<file path="src/rtl/fli_pkg.sv">
// shared types and constants of the line-delta chunk decoder
package fli_pkg;

  // configuration and field widths
  localparam int PITCH_W = 12;
  localparam int COUNT_W = 16;
  localparam int AMT_W   = COUNT_W + PITCH_W;
  localparam int OUT_ADDR_W = 20;

  // back-end operation codes
  localparam logic [1:0] OP_NOP     = 2'd0;
  localparam logic [1:0] OP_SKIP    = 2'd1;
  localparam logic [1:0] OP_COL_ADD = 2'd2;
  localparam logic [1:0] OP_EMIT    = 2'd3;

  // configuration register indexes
  localparam logic REG_LINE_PITCH = 1'b0;

  // command handed from the parser to the address engine
  typedef struct packed {
    logic [1:0]       op;
    logic             col_load;
    logic             next_line;
    logic             clear;
    logic [AMT_W-1:0] amt;
    logic [7:0]       value;
    logic [7:0]       len;
  } cmd_t;

endpackage

</file>
<file path="src/rtl/fli_stream_if.sv">
// valid/ready channel interfaces for chunk bytes and write spans
interface fli_in_if;
  logic       valid;
  logic       ready;
  logic [7:0] data_byte;
  logic       chunk_end;

  modport source (output valid, output data_byte, output chunk_end, input ready);
  modport sink (input valid, input data_byte, input chunk_end, output ready);
endinterface

interface fli_out_if;
  logic        valid;
  logic        ready;
  logic [19:0] write_addr;
  logic [7:0]  write_value;
  logic [7:0]  span_length;

  modport source (output valid, output write_addr, output write_value,
                  output span_length, input ready);
  modport sink (input valid, input write_addr, input write_value,
                input span_length, output ready);
endinterface

</file>
<file path="src/rtl/fli_cmd_fifo.sv">
// short command queue between the chunk parser and the address engine
module fli_cmd_fifo #(
  parameter int DEPTH = 4
) (
  input  logic          clk,
  input  logic          rst_n,
  input  logic          push,
  input  fli_pkg::cmd_t push_cmd,
  output logic          full,
  input  logic          pop,
  output logic          empty,
  output fli_pkg::cmd_t head_cmd
);

  localparam int PTR_W = (DEPTH > 1) ? $clog2(DEPTH) : 1;
  localparam int CNT_W = $clog2(DEPTH + 1);

  fli_pkg::cmd_t     mem_r [DEPTH];
  logic [PTR_W-1:0]  wptr_r, wptr_nxt;
  logic [PTR_W-1:0]  rptr_r, rptr_nxt;
  logic [CNT_W-1:0]  count_r, count_nxt;

  assign full     = (count_r == CNT_W'(DEPTH));
  assign empty    = (count_r == '0);
  assign head_cmd = mem_r[rptr_r];

  // pointer and fill count update
  always_comb begin
    wptr_nxt  = wptr_r;
    rptr_nxt  = rptr_r;
    count_nxt = count_r;
    if (push) begin
      wptr_nxt = (wptr_r == PTR_W'(DEPTH - 1)) ? '0 : wptr_r + PTR_W'(1);
    end
    if (pop) begin
      rptr_nxt = (rptr_r == PTR_W'(DEPTH - 1)) ? '0 : rptr_r + PTR_W'(1);
    end
    if (push && !pop) begin
      count_nxt = count_r + CNT_W'(1);
    end else if (pop && !push) begin
      count_nxt = count_r - CNT_W'(1);
    end
  end

  always_ff @(posedge clk) begin
    if (!rst_n) begin
      wptr_r  <= '0;
      rptr_r  <= '0;
      count_r <= '0;
    end else begin
      wptr_r  <= wptr_nxt;
      rptr_r  <= rptr_nxt;
      count_r <= count_nxt;
    end
  end

  // storage
  always_ff @(posedge clk) begin
    if (push) begin
      mem_r[wptr_r] <= push_cmd;
    end
  end

  // queue never overruns, underruns or overcounts
  a_no_overrun: assert property (@(posedge clk) disable iff (!rst_n) push |-> !full)
    else $error("command pushed into full queue");
  a_no_underrun: assert property (@(posedge clk) disable iff (!rst_n) pop |-> !empty)
    else $error("command popped from empty queue");
  a_count_step: assert property (@(posedge clk) disable iff (!rst_n)
    (push && !pop) |=> (count_r == $past(count_r) + CNT_W'(1)))
    else $error("queue count did not follow a push");

endmodule

</file>
<file path="src/rtl/fli_front.sv">
// chunk parser: walks the header, line and packet structure byte by byte
module fli_front (
  input  logic                        clk,
  input  logic                        rst_n,
  fli_in_if.sink                      in_bus,
  input  logic [fli_pkg::PITCH_W-1:0] pitch,
  input  logic                        q_full,
  output logic                        q_push,
  output fli_pkg::cmd_t               q_cmd
);

  localparam logic [3:0] PH_SKIP_LO = 4'd0;
  localparam logic [3:0] PH_SKIP_HI = 4'd1;
  localparam logic [3:0] PH_CNT_LO  = 4'd2;
  localparam logic [3:0] PH_CNT_HI  = 4'd3;
  localparam logic [3:0] PH_PACKETS = 4'd4;
  localparam logic [3:0] PH_COLSKIP = 4'd5;
  localparam logic [3:0] PH_RUN     = 4'd6;
  localparam logic [3:0] PH_LITERAL = 4'd7;
  localparam logic [3:0] PH_REPEAT  = 4'd8;

  logic [3:0]                  phase_r, phase_nxt;
  logic [7:0]                  hold_r, hold_nxt;
  logic [fli_pkg::COUNT_W-1:0] lines_r, lines_nxt;
  logic [7:0]                  packets_r, packets_nxt;
  logic [6:0]                  literals_r, literals_nxt;

  logic                        fire;
  logic [7:0]                  b;
  logic [fli_pkg::COUNT_W-1:0] word;
  logic [fli_pkg::COUNT_W-1:0] lines_dec;
  logic [7:0]                  packets_dec;
  logic [6:0]                  literals_dec;
  logic                        end_packet;
  logic                        end_line;
  fli_pkg::cmd_t               cmd;

  assign in_bus.ready = !q_full;
  assign fire         = in_bus.valid && in_bus.ready;
  assign b            = in_bus.data_byte;
  assign word         = {b, hold_r};
  assign lines_dec    = lines_r - fli_pkg::COUNT_W'(1);
  assign packets_dec  = packets_r - 8'd1;
  assign literals_dec = literals_r - 7'd1;

  // next parse state and command for this byte
  always_comb begin
    phase_nxt    = phase_r;
    hold_nxt     = hold_r;
    lines_nxt    = lines_r;
    packets_nxt  = packets_r;
    literals_nxt = literals_r;
    end_packet   = 1'b0;
    end_line     = 1'b0;
    cmd          = '0;
    cmd.op       = fli_pkg::OP_NOP;

    case (phase_r)
      PH_SKIP_HI: begin
        cmd.op    = fli_pkg::OP_SKIP;
        cmd.amt   = fli_pkg::AMT_W'(word) * fli_pkg::AMT_W'(pitch);
        phase_nxt = PH_CNT_LO;
      end
      PH_CNT_LO: begin
        hold_nxt  = b;
        phase_nxt = PH_CNT_HI;
      end
      PH_CNT_HI: begin
        lines_nxt = word;
        phase_nxt = (word == '0) ? PH_SKIP_LO : PH_PACKETS;
      end
      PH_PACKETS: begin
        packets_nxt  = b;
        cmd.col_load = 1'b1;
        if (b == 8'd0) begin
          end_line = 1'b1;
        end else begin
          phase_nxt = PH_COLSKIP;
        end
      end
      PH_COLSKIP: begin
        cmd.op    = fli_pkg::OP_COL_ADD;
        cmd.amt   = fli_pkg::AMT_W'(b);
        phase_nxt = PH_RUN;
      end
      PH_RUN: begin
        if (b == 8'd0) begin
          end_packet = 1'b1;
        end else if (!b[7]) begin
          literals_nxt = b[6:0];
          phase_nxt    = PH_LITERAL;
        end else begin
          hold_nxt  = b;
          phase_nxt = PH_REPEAT;
        end
      end
      PH_LITERAL: begin
        cmd.op       = fli_pkg::OP_EMIT;
        cmd.value    = b;
        cmd.len      = 8'd1;
        literals_nxt = literals_dec;
        end_packet   = (literals_dec == 7'd0);
      end
      PH_REPEAT: begin
        cmd.op     = fli_pkg::OP_EMIT;
        cmd.value  = b;
        cmd.len    = 8'(9'd256 - {1'b0, hold_r});
        end_packet = 1'b1;
      end
      default: begin
        hold_nxt  = b;
        phase_nxt = PH_SKIP_HI;
      end
    endcase

    // packet done: next packet or end of line
    if (end_packet) begin
      packets_nxt = packets_dec;
      if (packets_dec == 8'd0) begin
        end_line = 1'b1;
      end else begin
        phase_nxt = PH_COLSKIP;
      end
    end

    // line done: step line base, next line or next header
    if (end_line) begin
      cmd.next_line = 1'b1;
      lines_nxt     = lines_dec;
      phase_nxt     = (lines_dec == '0) ? PH_SKIP_LO : PH_PACKETS;
    end

    // last byte of the chunk returns everything to reset
    if (in_bus.chunk_end) begin
      cmd.clear    = 1'b1;
      phase_nxt    = PH_SKIP_LO;
      hold_nxt     = '0;
      lines_nxt    = '0;
      packets_nxt  = '0;
      literals_nxt = '0;
    end
  end

  assign q_cmd  = cmd;
  assign q_push = fire && ((cmd.op != fli_pkg::OP_NOP) || cmd.col_load ||
                           cmd.next_line || cmd.clear);

  always_ff @(posedge clk) begin
    if (!rst_n) begin
      phase_r    <= PH_SKIP_LO;
      hold_r     <= '0;
      lines_r    <= '0;
      packets_r  <= '0;
      literals_r <= '0;
    end else if (fire) begin
      phase_r    <= phase_nxt;
      hold_r     <= hold_nxt;
      lines_r    <= lines_nxt;
      packets_r  <= packets_nxt;
      literals_r <= literals_nxt;
    end
  end

endmodule

</file>
<file path="src/rtl/fli_back.sv">
// address engine: keeps line and column addresses and drives write spans
module fli_back #(
  parameter int ADDR_BITS = 20
) (
  input  logic                        clk,
  input  logic                        rst_n,
  input  logic [fli_pkg::PITCH_W-1:0] pitch,
  input  logic                        q_empty,
  input  fli_pkg::cmd_t               q_cmd,
  output logic                        q_pop,
  fli_out_if.source                   out_bus
);

  logic [ADDR_BITS-1:0] line_r, line_nxt;
  logic [ADDR_BITS-1:0] col_r, col_nxt;
  logic                 out_valid_r, out_valid_nxt;
  logic [ADDR_BITS-1:0] out_addr_r;
  logic [7:0]           out_value_r;
  logic [7:0]           out_len_r;
  logic [ADDR_BITS+fli_pkg::OUT_ADDR_W-1:0] addr_ext;
  logic                 is_emit;
  logic                 out_free;

  assign is_emit  = (q_cmd.op == fli_pkg::OP_EMIT);
  assign out_free = !out_valid_r || out_bus.ready;
  assign q_pop    = !q_empty && (!is_emit || out_free);

  // apply one command to the address state
  always_comb begin
    line_nxt = line_r;
    col_nxt  = col_r;
    if (q_pop) begin
      if (q_cmd.col_load) begin
        col_nxt = line_r;
      end
      case (q_cmd.op)
        fli_pkg::OP_SKIP:    line_nxt = line_r + q_cmd.amt[ADDR_BITS-1:0];
        fli_pkg::OP_COL_ADD: col_nxt = col_nxt + q_cmd.amt[ADDR_BITS-1:0];
        fli_pkg::OP_EMIT:    col_nxt = col_nxt + ADDR_BITS'(q_cmd.len);
        default: ;
      endcase
      if (q_cmd.next_line) begin
        line_nxt = line_nxt + ADDR_BITS'(pitch);
      end
      if (q_cmd.clear) begin
        line_nxt = '0;
        col_nxt  = '0;
      end
    end
  end

  // output register valid
  always_comb begin
    out_valid_nxt = out_valid_r;
    if (q_pop && is_emit) begin
      out_valid_nxt = 1'b1;
    end else if (out_bus.ready) begin
      out_valid_nxt = 1'b0;
    end
  end

  always_ff @(posedge clk) begin
    if (!rst_n) begin
      line_r      <= '0;
      col_r       <= '0;
      out_valid_r <= 1'b0;
    end else begin
      line_r      <= line_nxt;
      col_r       <= col_nxt;
      out_valid_r <= out_valid_nxt;
    end
  end

  // span payload, address taken before the column moves
  always_ff @(posedge clk) begin
    if (q_pop && is_emit) begin
      out_addr_r  <= q_cmd.col_load ? line_r : col_r;
      out_value_r <= q_cmd.value;
      out_len_r   <= q_cmd.len;
    end
  end

  assign addr_ext            = {{fli_pkg::OUT_ADDR_W{1'b0}}, out_addr_r};
  assign out_bus.valid       = out_valid_r;
  assign out_bus.write_addr  = addr_ext[fli_pkg::OUT_ADDR_W-1:0];
  assign out_bus.write_value = out_value_r;
  assign out_bus.span_length = out_len_r;

endmodule

</file>
<file path="src/rtl/fli_line_delta_decoder_unit.sv">
// top level of the line-delta chunk decoder
// in_bus carries one chunk byte per beat, with chunk_end set on the final
// byte of a chunk. out_bus carries one write span per beat: frame-relative
// address, byte value and run length (1 for a literal, up to 128 for a
// repeat). line_pitch is set through the APB port at byte address 0 and
// should only be written while no chunk is in flight.
// A byte is taken every cycle while the queue has room; each span
// is registered. The parser pushes commands into a small queue and the
// address engine drains one per cycle, so throughput is one byte per cycle
// as long as spans are taken. When out_bus stalls, the held span waits in
// the output register, the engine keeps executing non-writing commands and
// the queue fills; in_bus.ready drops only once FIFO_DEPTH commands wait.
// Reset clears the parser to expect a line skip, zeroes the line and column
// addresses, empties the queue and sets line_pitch to 320. A chunk_end byte
// also returns the parse and address state to reset after its own span.
module fli_line_delta_decoder_unit #(
  parameter int ADDR_BITS  = 20,
  parameter int FIFO_DEPTH = 4
) (
  input  logic        clk,
  input  logic        rst_n,
  fli_in_if.sink      in_bus,
  fli_out_if.source   out_bus,
  input  logic        psel,
  input  logic        penable,
  input  logic        pwrite,
  input  logic [2:0]  paddr,
  input  logic [31:0] pwdata,
  output logic [31:0] prdata,
  output logic        pready
);

  logic [fli_pkg::PITCH_W-1:0] pitch_r;
  logic                        cfg_write;
  logic                        q_push;
  logic                        q_pop;
  logic                        q_full;
  logic                        q_empty;
  fli_pkg::cmd_t               push_cmd;
  fli_pkg::cmd_t               head_cmd;

  // configuration register
  assign pready    = 1'b1;
  assign cfg_write = psel && penable && pwrite && pready;
  assign prdata    = (paddr[2] == fli_pkg::REG_LINE_PITCH) ?
                     {{(32 - fli_pkg::PITCH_W){1'b0}}, pitch_r} : 32'd0;

  always_ff @(posedge clk) begin
    if (!rst_n) begin
      pitch_r <= fli_pkg::PITCH_W'(320);
    end else if (cfg_write && (paddr[2] == fli_pkg::REG_LINE_PITCH)) begin
      pitch_r <= pwdata[fli_pkg::PITCH_W-1:0];
    end
  end

  fli_front u_front (
    .clk    (clk),
    .rst_n  (rst_n),
    .in_bus (in_bus),
    .pitch  (pitch_r),
    .q_full (q_full),
    .q_push (q_push),
    .q_cmd  (push_cmd)
  );

  fli_cmd_fifo #(
    .DEPTH (FIFO_DEPTH)
  ) u_fifo (
    .clk      (clk),
    .rst_n    (rst_n),
    .push     (q_push),
    .push_cmd (push_cmd),
    .full     (q_full),
    .pop      (q_pop),
    .empty    (q_empty),
    .head_cmd (head_cmd)
  );

  fli_back #(
    .ADDR_BITS (ADDR_BITS)
  ) u_back (
    .clk     (clk),
    .rst_n   (rst_n),
    .pitch   (pitch_r),
    .q_empty (q_empty),
    .q_cmd   (head_cmd),
    .q_pop   (q_pop),
    .out_bus (out_bus)
  );

endmodule
</file>
<file path="src/flat_wrapper.sv">
// flat-port wrapper written by rule: the top's interface ports become plain ports
module fli_line_delta_decoder_unit_flat 
#(
  parameter int ADDR_BITS  = 20,
  parameter int FIFO_DEPTH = 4
)
  (clk, rst_n, psel, penable, pwrite, paddr, pwdata, prdata, pready, in_bus_valid, in_bus_data_byte, in_bus_chunk_end, in_bus_ready, out_bus_valid, out_bus_write_addr, out_bus_write_value, out_bus_span_length, out_bus_ready);
  fli_in_if in_bus_i ();
  fli_out_if out_bus_i ();
  input  logic clk;
  input  logic rst_n;
  input  logic psel;
  input  logic penable;
  input  logic pwrite;
  input  logic [2:0] paddr;
  input  logic [31:0] pwdata;
  output logic [31:0] prdata;
  output logic pready;
  input wire logic [$bits(in_bus_i.valid)-1:0] in_bus_valid;
  input wire logic [$bits(in_bus_i.data_byte)-1:0] in_bus_data_byte;
  input wire logic [$bits(in_bus_i.chunk_end)-1:0] in_bus_chunk_end;
  output wire logic [$bits(in_bus_i.ready)-1:0] in_bus_ready;
  output wire logic [$bits(out_bus_i.valid)-1:0] out_bus_valid;
  output wire logic [$bits(out_bus_i.write_addr)-1:0] out_bus_write_addr;
  output wire logic [$bits(out_bus_i.write_value)-1:0] out_bus_write_value;
  output wire logic [$bits(out_bus_i.span_length)-1:0] out_bus_span_length;
  input wire logic [$bits(out_bus_i.ready)-1:0] out_bus_ready;
  assign in_bus_i.valid = in_bus_valid;
  assign in_bus_i.data_byte = in_bus_data_byte;
  assign in_bus_i.chunk_end = in_bus_chunk_end;
  assign in_bus_ready = in_bus_i.ready;
  assign out_bus_valid = out_bus_i.valid;
  assign out_bus_write_addr = out_bus_i.write_addr;
  assign out_bus_write_value = out_bus_i.write_value;
  assign out_bus_span_length = out_bus_i.span_length;
  assign out_bus_i.ready = out_bus_ready;
  fli_line_delta_decoder_unit #(.ADDR_BITS(ADDR_BITS), .FIFO_DEPTH(FIFO_DEPTH)) u_core (.clk(clk), .rst_n(rst_n), .in_bus(in_bus_i), .out_bus(out_bus_i), .psel(psel), .penable(penable), .pwrite(pwrite), .paddr(paddr), .pwdata(pwdata), .prdata(prdata), .pready(pready));
endmodule
</file>
<file path="config.mk">
export PLATFORM = sky130hd
export DESIGN_NAME = fli_line_delta_decoder_unit_flat
export DESIGN_NICKNAME = d
export VERILOG_FILES = /design/src/rtl/fli_pkg.sv /design/src/rtl/fli_stream_if.sv /design/src/rtl/fli_cmd_fifo.sv /design/src/rtl/fli_front.sv /design/src/rtl/fli_back.sv /design/src/rtl/fli_line_delta_decoder_unit.sv /design/src/flat_wrapper.sv
export SDC_FILE = /design/constraint.sdc
export NUM_CORES = 1
export LEC_CHECK = 0
export ABC_AREA = 0
export BUFFER_PORTS_ARGS = -buffer_cell sky130_fd_sc_hd__buf_2
export CAP_MARGIN = 0
export CORE_UTILIZATION = 29
export DETAILED_ROUTE_END_ITERATION = 10
export PLACE_DENSITY = 0.51
export SLEW_MARGIN = 20
export SYNTH_ARGS = -nofsm -noshare
export SYNTH_HDL_FRONTEND = slang
export SYNTH_SLANG_ARGS = --single-unit
</file>
<file path="constraint.sdc">
create_clock -name clk -period 6.25 [get_ports clk]
set_input_delay 0.625 -clock clk [delete_from_list [all_inputs] [get_ports clk]]
set_output_delay 0.625 -clock clk [all_outputs]
set_load 0.02 [all_outputs]
</file>
* After elaboration in Yosys (flattened, before gate mapping)
Memory sizes are Yosys's and may differ from the RTL's. A register that Yosys moved wholly into a read port is not among the register bits.
Cells that the tools add are included.
W data, S select, Z words.
** Word-level totals
- Memories kept :: 1
- Register bits after elaboration :: 139
- Bits in writable memories :: 196
- Input port bits :: 51
- Output and inout port bits :: 71
** Memories
- u_core.u_fifo.mem_r :: depth 4, bits a word 49, rd ports 1, clocked after Yosys merged registers in 1, wr ports 1, RTL line fli_cmd_fifo.sv:18 : fli_pkg::cmd_t mem_r [DEPTH];
** Operators by class
- Multiplexer cells :: 54
- Add/sub/neg operators :: 12
- Bitwise gates (word level) :: 1
- Equality and inequality tests :: 18
- Reduce and logical (&&, ||, !) cells :: 38
- Multipliers :: 1
** Operators by type and width (number)
- $mux W20 :: 7
- $pmux W28 S2 :: 1
- $mux W16 :: 3
- $mux W8 :: 6
- $add A20 B20 Y20 :: 2
- $pmux W20 S2 :: 1
- $logic_not A16 Y1 :: 2
- $pmux W16 S2 :: 1
- $mul A16 B12 Y28 :: 1
- $mux W4 :: 7
- $pmux W4 S7 :: 1
- $mux W7 :: 3
- $add A20 B12 Y20 :: 1
- $add A20 B8 Y20 :: 1
- $eq A4 B3 Y1 const B :: 4
- $logic_not A8 Y1 :: 2
- $pmux W8 S2 :: 1
- $sub A16 B1 Y16 const B :: 1
- $pmux W7 S2 :: 1
- $mux W12 :: 1
- $mux W3 :: 4
- $mux W1 :: 11
- $logic_and A1 B1 Y1 :: 9
- $ne A3 B3 Y1 const B :: 3
- 27 further kinds :: 50

* Logic depth before layout (Yosys ltp)
- Word-level depth :: 13
- Depth in mapped cells :: 25
- Depth with buffers taken out :: 23

* By module
From an unflattened synthesis, not the netlist that was laid out.
** Second synthesis, totals
- Cells, all modules :: 2300
- Area, all modules :: 23840.4 um^2
** Modules (own cells, without submodules)
- fli_front :: sequential area each 860.8 um^2, instances 1, cells each 1206, area an instance 9405.3 um^2
- fli_cmd_fifo :: sequential area each 6065.8 um^2, instances 1, cells each 300, area an instance 7549.7 um^2
- fli_back :: sequential area each 1901.8 um^2, instances 1, cells each 705, area an instance 6133.4 um^2
- fli_line_delta_decoder_unit :: sequential area each 240.2 um^2, instances 1, cells each 89, area an instance 752.0 um^2

* Worst setup path before layout
Ideal clock, no wire load.
- Path type :: input -> register
- Start :: input in_bus_data_byte[2]
- End :: memory u_core.u_fifo.mem_r[0][34] (netlist name) (data pin)
- Data arrival time :: 5.337 ns
- Buffers on the path :: 2
- Stages on the path :: 19
- Setup slack :: 0.636 ns
- Cells stage by stage :: clkbuf_1 > clkbuf_1 > nand2_1 > fa_1 > fa_1 > inv_1 > fa_1 > fa_1 > inv_1 > fa_1 > inv_1 > ha_1 > and3_1 > a21oi_1 > o21ai_0 > nor4_1 > o311ai_0 > xnor2_1 > nor2_1
** RTL lines
- start, declared :: RTL line flat_wrapper.sv:20 : input wire logic [$bits(in_bus_i.data_byte)-1:0] in_bus_data_byte;
- end, declared :: RTL line fli_cmd_fifo.sv:18

==> summary.md <==
Counting stages on the worst path, the most repeated cell is sky130_fd_sc_hd__fa_1. Initial antenna violation count: 0. The tools report the number of maximum-capacitance constraint violations as 0. The tools report the worst reg2reg path startpoint as u_core.pitch_r[5]. In this run the worst hold path is classified as primary input to flip-flop. Dividing the detail-routed via count by the number of cells gives 4.789. The power per unit of standard cell area was 356.1 nW/um^2. The count of yosys warnings during synthesis was 0; the post-synthesis cell area was 21150 sq um. The largest single stage delay on the critical path is 0.72 ns. Setup repair after global routing left no endpoint under its margin. The proportion of layout cells with a drive suffix above 1 came out at 0.1371. The clock period minus final worst setup slack came out at 5.755 ns. The logs give 0.1473 for the overall routing resource usage and 15330 for the via count of the first global-routing pass.

The met1 layer wirelength in the final routing is 25230 um. The final net count was 2396. Final hold analysis gives a worst-case slack of 0.2999 ns. For this run, design rule violations remaining after detail routing come to 0. The run gives 0 as the max-slew violation count. Routability-driven placement finished with a final weighted congestion of 0.8488. The tools report the worst max-slew margin expressed relative to the limit as 0.3717. The die is 272.0 um tall. Static leakage: 9.325 nW.

The startpoint identified for the worst hold timing path is pwdata[6]. Along the worst path, the maximum fanout reaches 11. Buffers inserted to repair hold after CTS numbered 0.

The HPWL after detailed placement is 39440 um. The slew at the pin with the worst max-slew slack was 0.9419 ns. The tools report the endpoint of the worst-slack reg-to-reg timing path as u_core.u_fifo.mem_r[2][34]. The number of cells on the worst reg-to-reg path is 18. For the achievable clock frequency, the log shows 173.8 MHz.

STA classifies the critical path endpoint as a flip-flop. Once the clock tree was built, the resizer swapped 0 gates to a different size. The number of hold-slack violations in the final timing report is 0. The detailed-router iteration count before antenna repair is 5. For the routed length on met2, the log shows 25290 um. The post-synthesis average cell area was 10.20 sq um.

After technology mapping, the gate count stands at 2074. The most used flip-flop cell after synthesis is sky130_fd_sc_hd__edfxtp_1. The run gives 147.0 uV as the worst ir drop on vdd.

The most critical setup path has its startpoint at u_core.pitch_r[5]. The number of standard-cell rows in the floorplan is 98, and the register clock-pin slew on the reported worst setup and hold paths is 0.06 ns. The run finished with clean final reports.

The fraction of synthesis flops using an asynchronous set or reset pin is 0, and the unique cell type count in the Yosys netlist is 87. The worst setup path is of the flip-flop to flip-flop kind. For the number of nets with antenna violations after routing, the log shows 0. Walking the worst path, the cells encountered are buf_4 -> nand2_1 -> fa_1 -> fa_1 -> inv_1 -> fa_1 -> fa_1 -> inv_1 -> fa_1 -> inv_1 -> ha_1 -> and3_1 -> a21oi_1 -> o21ai_0 -> nor4_1 -> o311ai_0 -> xnor2_1 -> nor2_1.

The tools report the arrival time at the worst endpoint as 6.02 ns. The tree is rooted in a sky130_fd_sc_hd__clkbuf_16. Cell type of the slowest stage on the worst timing path: sky130_fd_sc_hd__dfxtp_1. The clock reaches the later pin of the worst-skew pair after 0.56 ns. The wire length of the first global-routing pass is 85780 um, and the port buffer count is 78. The number of buffers created by CTS came out at 37. Buffers added to address setup during post-CTS repair amount to 0.

The area added between synthesis and finish came out at 12.58%. For flop-to-flop paths, the worst setup slack is 0.49 ns. Synthesis inferred 305 register bits. The tools report the TritonCTS sink count as 305. The depth of the worst hold-timing path is 3, and the number of setup violations in the final report is 0.

The logs give 1092 for the number of DRC violations after detailed-routing iteration 0 and 86 for the largest net degree at the start of global routing. The required time of the worst setup path was 6.51 ns. The routed design has 53660 um of wire. The tools report the via total after detailed routing as 14850. In this run the horizontal extent of the chip is 272.0 um. The clock arrives with 0.01862 ns of skew. For hold timing, the worst endpoint is u_core.pitch_r[6].

The area of the die was 74000 sq um; the share of the clock period used by the worst path was 0.9209. Adding up every negative setup slack in the final design gives 0 ns. The tools report the antenna diode instance count as 0.

The average wire length per cell after detail routing was 17.31 um; the maximum clock insertion buffer count was 3. The uppermost signal routing layer after detailed routing is met4. TritonCTS built the clock tree. The share of synthesized area occupied by flip-flops and latches is 0.3834, and the total core area is 71850 sq um. The detailed-routed wire length on met3 is 1905 um, and the initial core utilization is 0.2943. Startpoint type of the worst setup path: a flip-flop. Number of flops mapped to enable cells by yosys: 200.

The H-tree depth is 2. The number of primary I/O pins is 122. Global routing finished with a remaining overflow of 0.
worst max path at each step:
stage                                 endpoint  slack [ns]  cells past startpoint
floorplan           u_core.u_fifo.mem_r[0][34]        0.64                     19
global placement    u_core.u_fifo.mem_r[0][34]        0.55                     18
detailed placement  u_core.u_fifo.mem_r[1][35]        0.48                     19
CTS                 u_core.u_fifo.mem_r[0][34]        0.50                     19
global route        u_core.u_fifo.mem_r[0][34]        0.12                     20
finish              u_core.u_fifo.mem_r[2][34]        0.49                     18
cells in the final DEF (no fill, tap or decap), types with 26 or more instances in the layout:
cell	n
sky130_fd_sc_hd__nand2_1	269
sky130_fd_sc_hd__edfxtp_1	200
sky130_fd_sc_hd__inv_1	199
sky130_fd_sc_hd__fa_1	119
sky130_fd_sc_hd__dfxtp_1	103
sky130_fd_sc_hd__nor2_1	101
sky130_fd_sc_hd__ha_1	101
sky130_fd_sc_hd__and2_1	86
sky130_fd_sc_hd__o21ai_0	85
sky130_fd_sc_hd__buf_2	78
sky130_fd_sc_hd__a21oi_1	76
sky130_fd_sc_hd__xnor2_1	66
sky130_fd_sc_hd__nor2b_1	57
sky130_fd_sc_hd__buf_4	49
sky130_fd_sc_hd__mux4_2	41
sky130_fd_sc_hd__clkbuf_16	38
sky130_fd_sc_hd__nor3_1	31
sky130_fd_sc_hd__mux2_2	30
sky130_fd_sc_hd__xor2_1	29
sky130_fd_sc_hd__a21boi_0	26
worst max-delay path, delay by kind of cell (launching register included):
| family | cells | cell delay (ns) |
|---|---|---|
| AOI/OAI and AO/OA | 3 | 0.48 |
| xor gates and xnor gates | 1 | 0.23 |
| DFF | 1 | 0.72 |
| adders and majority gates | 6 | 2.91 |
| buffers and inverters | 4 | 0.42 |
| and+or+nand+nor | 4 | 0.70 |
cell families after synthesis:
| family | Yosys count | synth area share |
|---|---|---|
| and+or+nand+nor | 671 | 0.1568 |
| AOI/OAI and AO/OA | 352 | 0.1113 |
| buffers and inverters | 334 | 0.06491 |
| DFF | 305 | 0.3834 |
| adders and majority gates | 220 | 0.1724 |
| xor gates and xnor gates | 96 | 0.04012 |
| muxes | 94 | 0.07071 |
| other | 2 | 0.0003551 |
per-layer routing:
layer / up-vias / track usage
met5: - / 0
met4: 0 / 0.04568
met3: 73 / 0.01825
met2: 292 / 0.2465
met1: 7337 / 0.1976
li1: 7149 / -
report_power, final:
| group | switching [mW] | total [mW] | internal (mW) |
|---|---|---|---|
| sequential | 0.181 | 2.62 | 2.44 |
| combinational | 2.13 | 3.66 | 1.53 |
| clock | 0.910 | 2.20 | 1.29 |
| total | 3.22 | 8.48 | 5.26 |
state kept, by name, indices dropped and copies added, names as in the netlist, named ones only:
register and cells:
u_core.u_front.packets_r 8, u_core.u_front.lines_r 16, u_core.u_back.out_bus.write_value 8, u_core.u_back.out_bus.write_addr 20
u_core.u_back.out_bus.valid 1, u_core.pitch_r 12, u_core.u_front.literals_r 7, u_core.u_fifo.count_r 3
u_core.u_fifo.wptr_r 2, u_core.u_fifo.rptr_r 2, u_core.u_front.hold_r 8, u_core.u_back.out_bus.span_length 8
u_core.u_fifo.mem_r 164, u_core.u_front.phase_r 4, u_core.u_back.line_r 20, u_core.u_back.col_r 20
final cells by class:
cell class                      instances  area, sq um
Fill cell                            7324        48050
Multi-Input combinational cell       1454        11770
Sequential cell                       305         8110
Tap cell                              950         1189
Clock buffer                           39        954.7
Timing Repair Buffer                  127        758.2
Inverter                              200        750.7
Clock inverter                         26        279.0
per-stage QoR:
stage | power (mW) | utilization | setup slack [ns] | area (sq um) | cells
after global placement | 6.273 | 0.3141 | 0.5483 | 22570 | 3036
after floorplan | 5.407 | - | 0.6360 | 21220 | 2093
after detailed placement | 6.346 | 0.3142 | 0.4843 | 22570 | 3036
final | 8.479 | 0.3313 | 0.4946 | 23810 | 3101
after global routing | 9.056 | 0.3313 | 0.1198 | 23810 | 3101
after CTS | 8.586 | 0.3313 | 0.4990 | 23810 | 3101
synthesized netlist by cell type, types with 26 or more instances:
cell type                  number  area [sq um]
sky130_fd_sc_hd__mux4_2        41         923.4
sky130_fd_sc_hd__clkbuf_1      95         356.6
sky130_fd_sc_hd__nand2_1      269          1010
sky130_fd_sc_hd__nor3_1        32         160.2
sky130_fd_sc_hd__fa_1         119          2382
sky130_fd_sc_hd__nor2b_1       57         356.6
sky130_fd_sc_hd__xnor2_1       66         578.1
sky130_fd_sc_hd__nor2_1       102         382.9
sky130_fd_sc_hd__ha_1         101          1264
sky130_fd_sc_hd__a21oi_1       76         380.4
sky130_fd_sc_hd__mux2_2        30         337.8
sky130_fd_sc_hd__a21boi_0      26         195.2
sky130_fd_sc_hd__and2_1        90         563.0
sky130_fd_sc_hd__xor2_1        29         254.0
sky130_fd_sc_hd__o21ai_0       85         425.4
sky130_fd_sc_hd__edfxtp_1     200          6006
sky130_fd_sc_hd__inv_1        199         747.0
sky130_fd_sc_hd__dfxtp_1      105          2102
No activity file was read; power rests on OpenSTA's default activity.
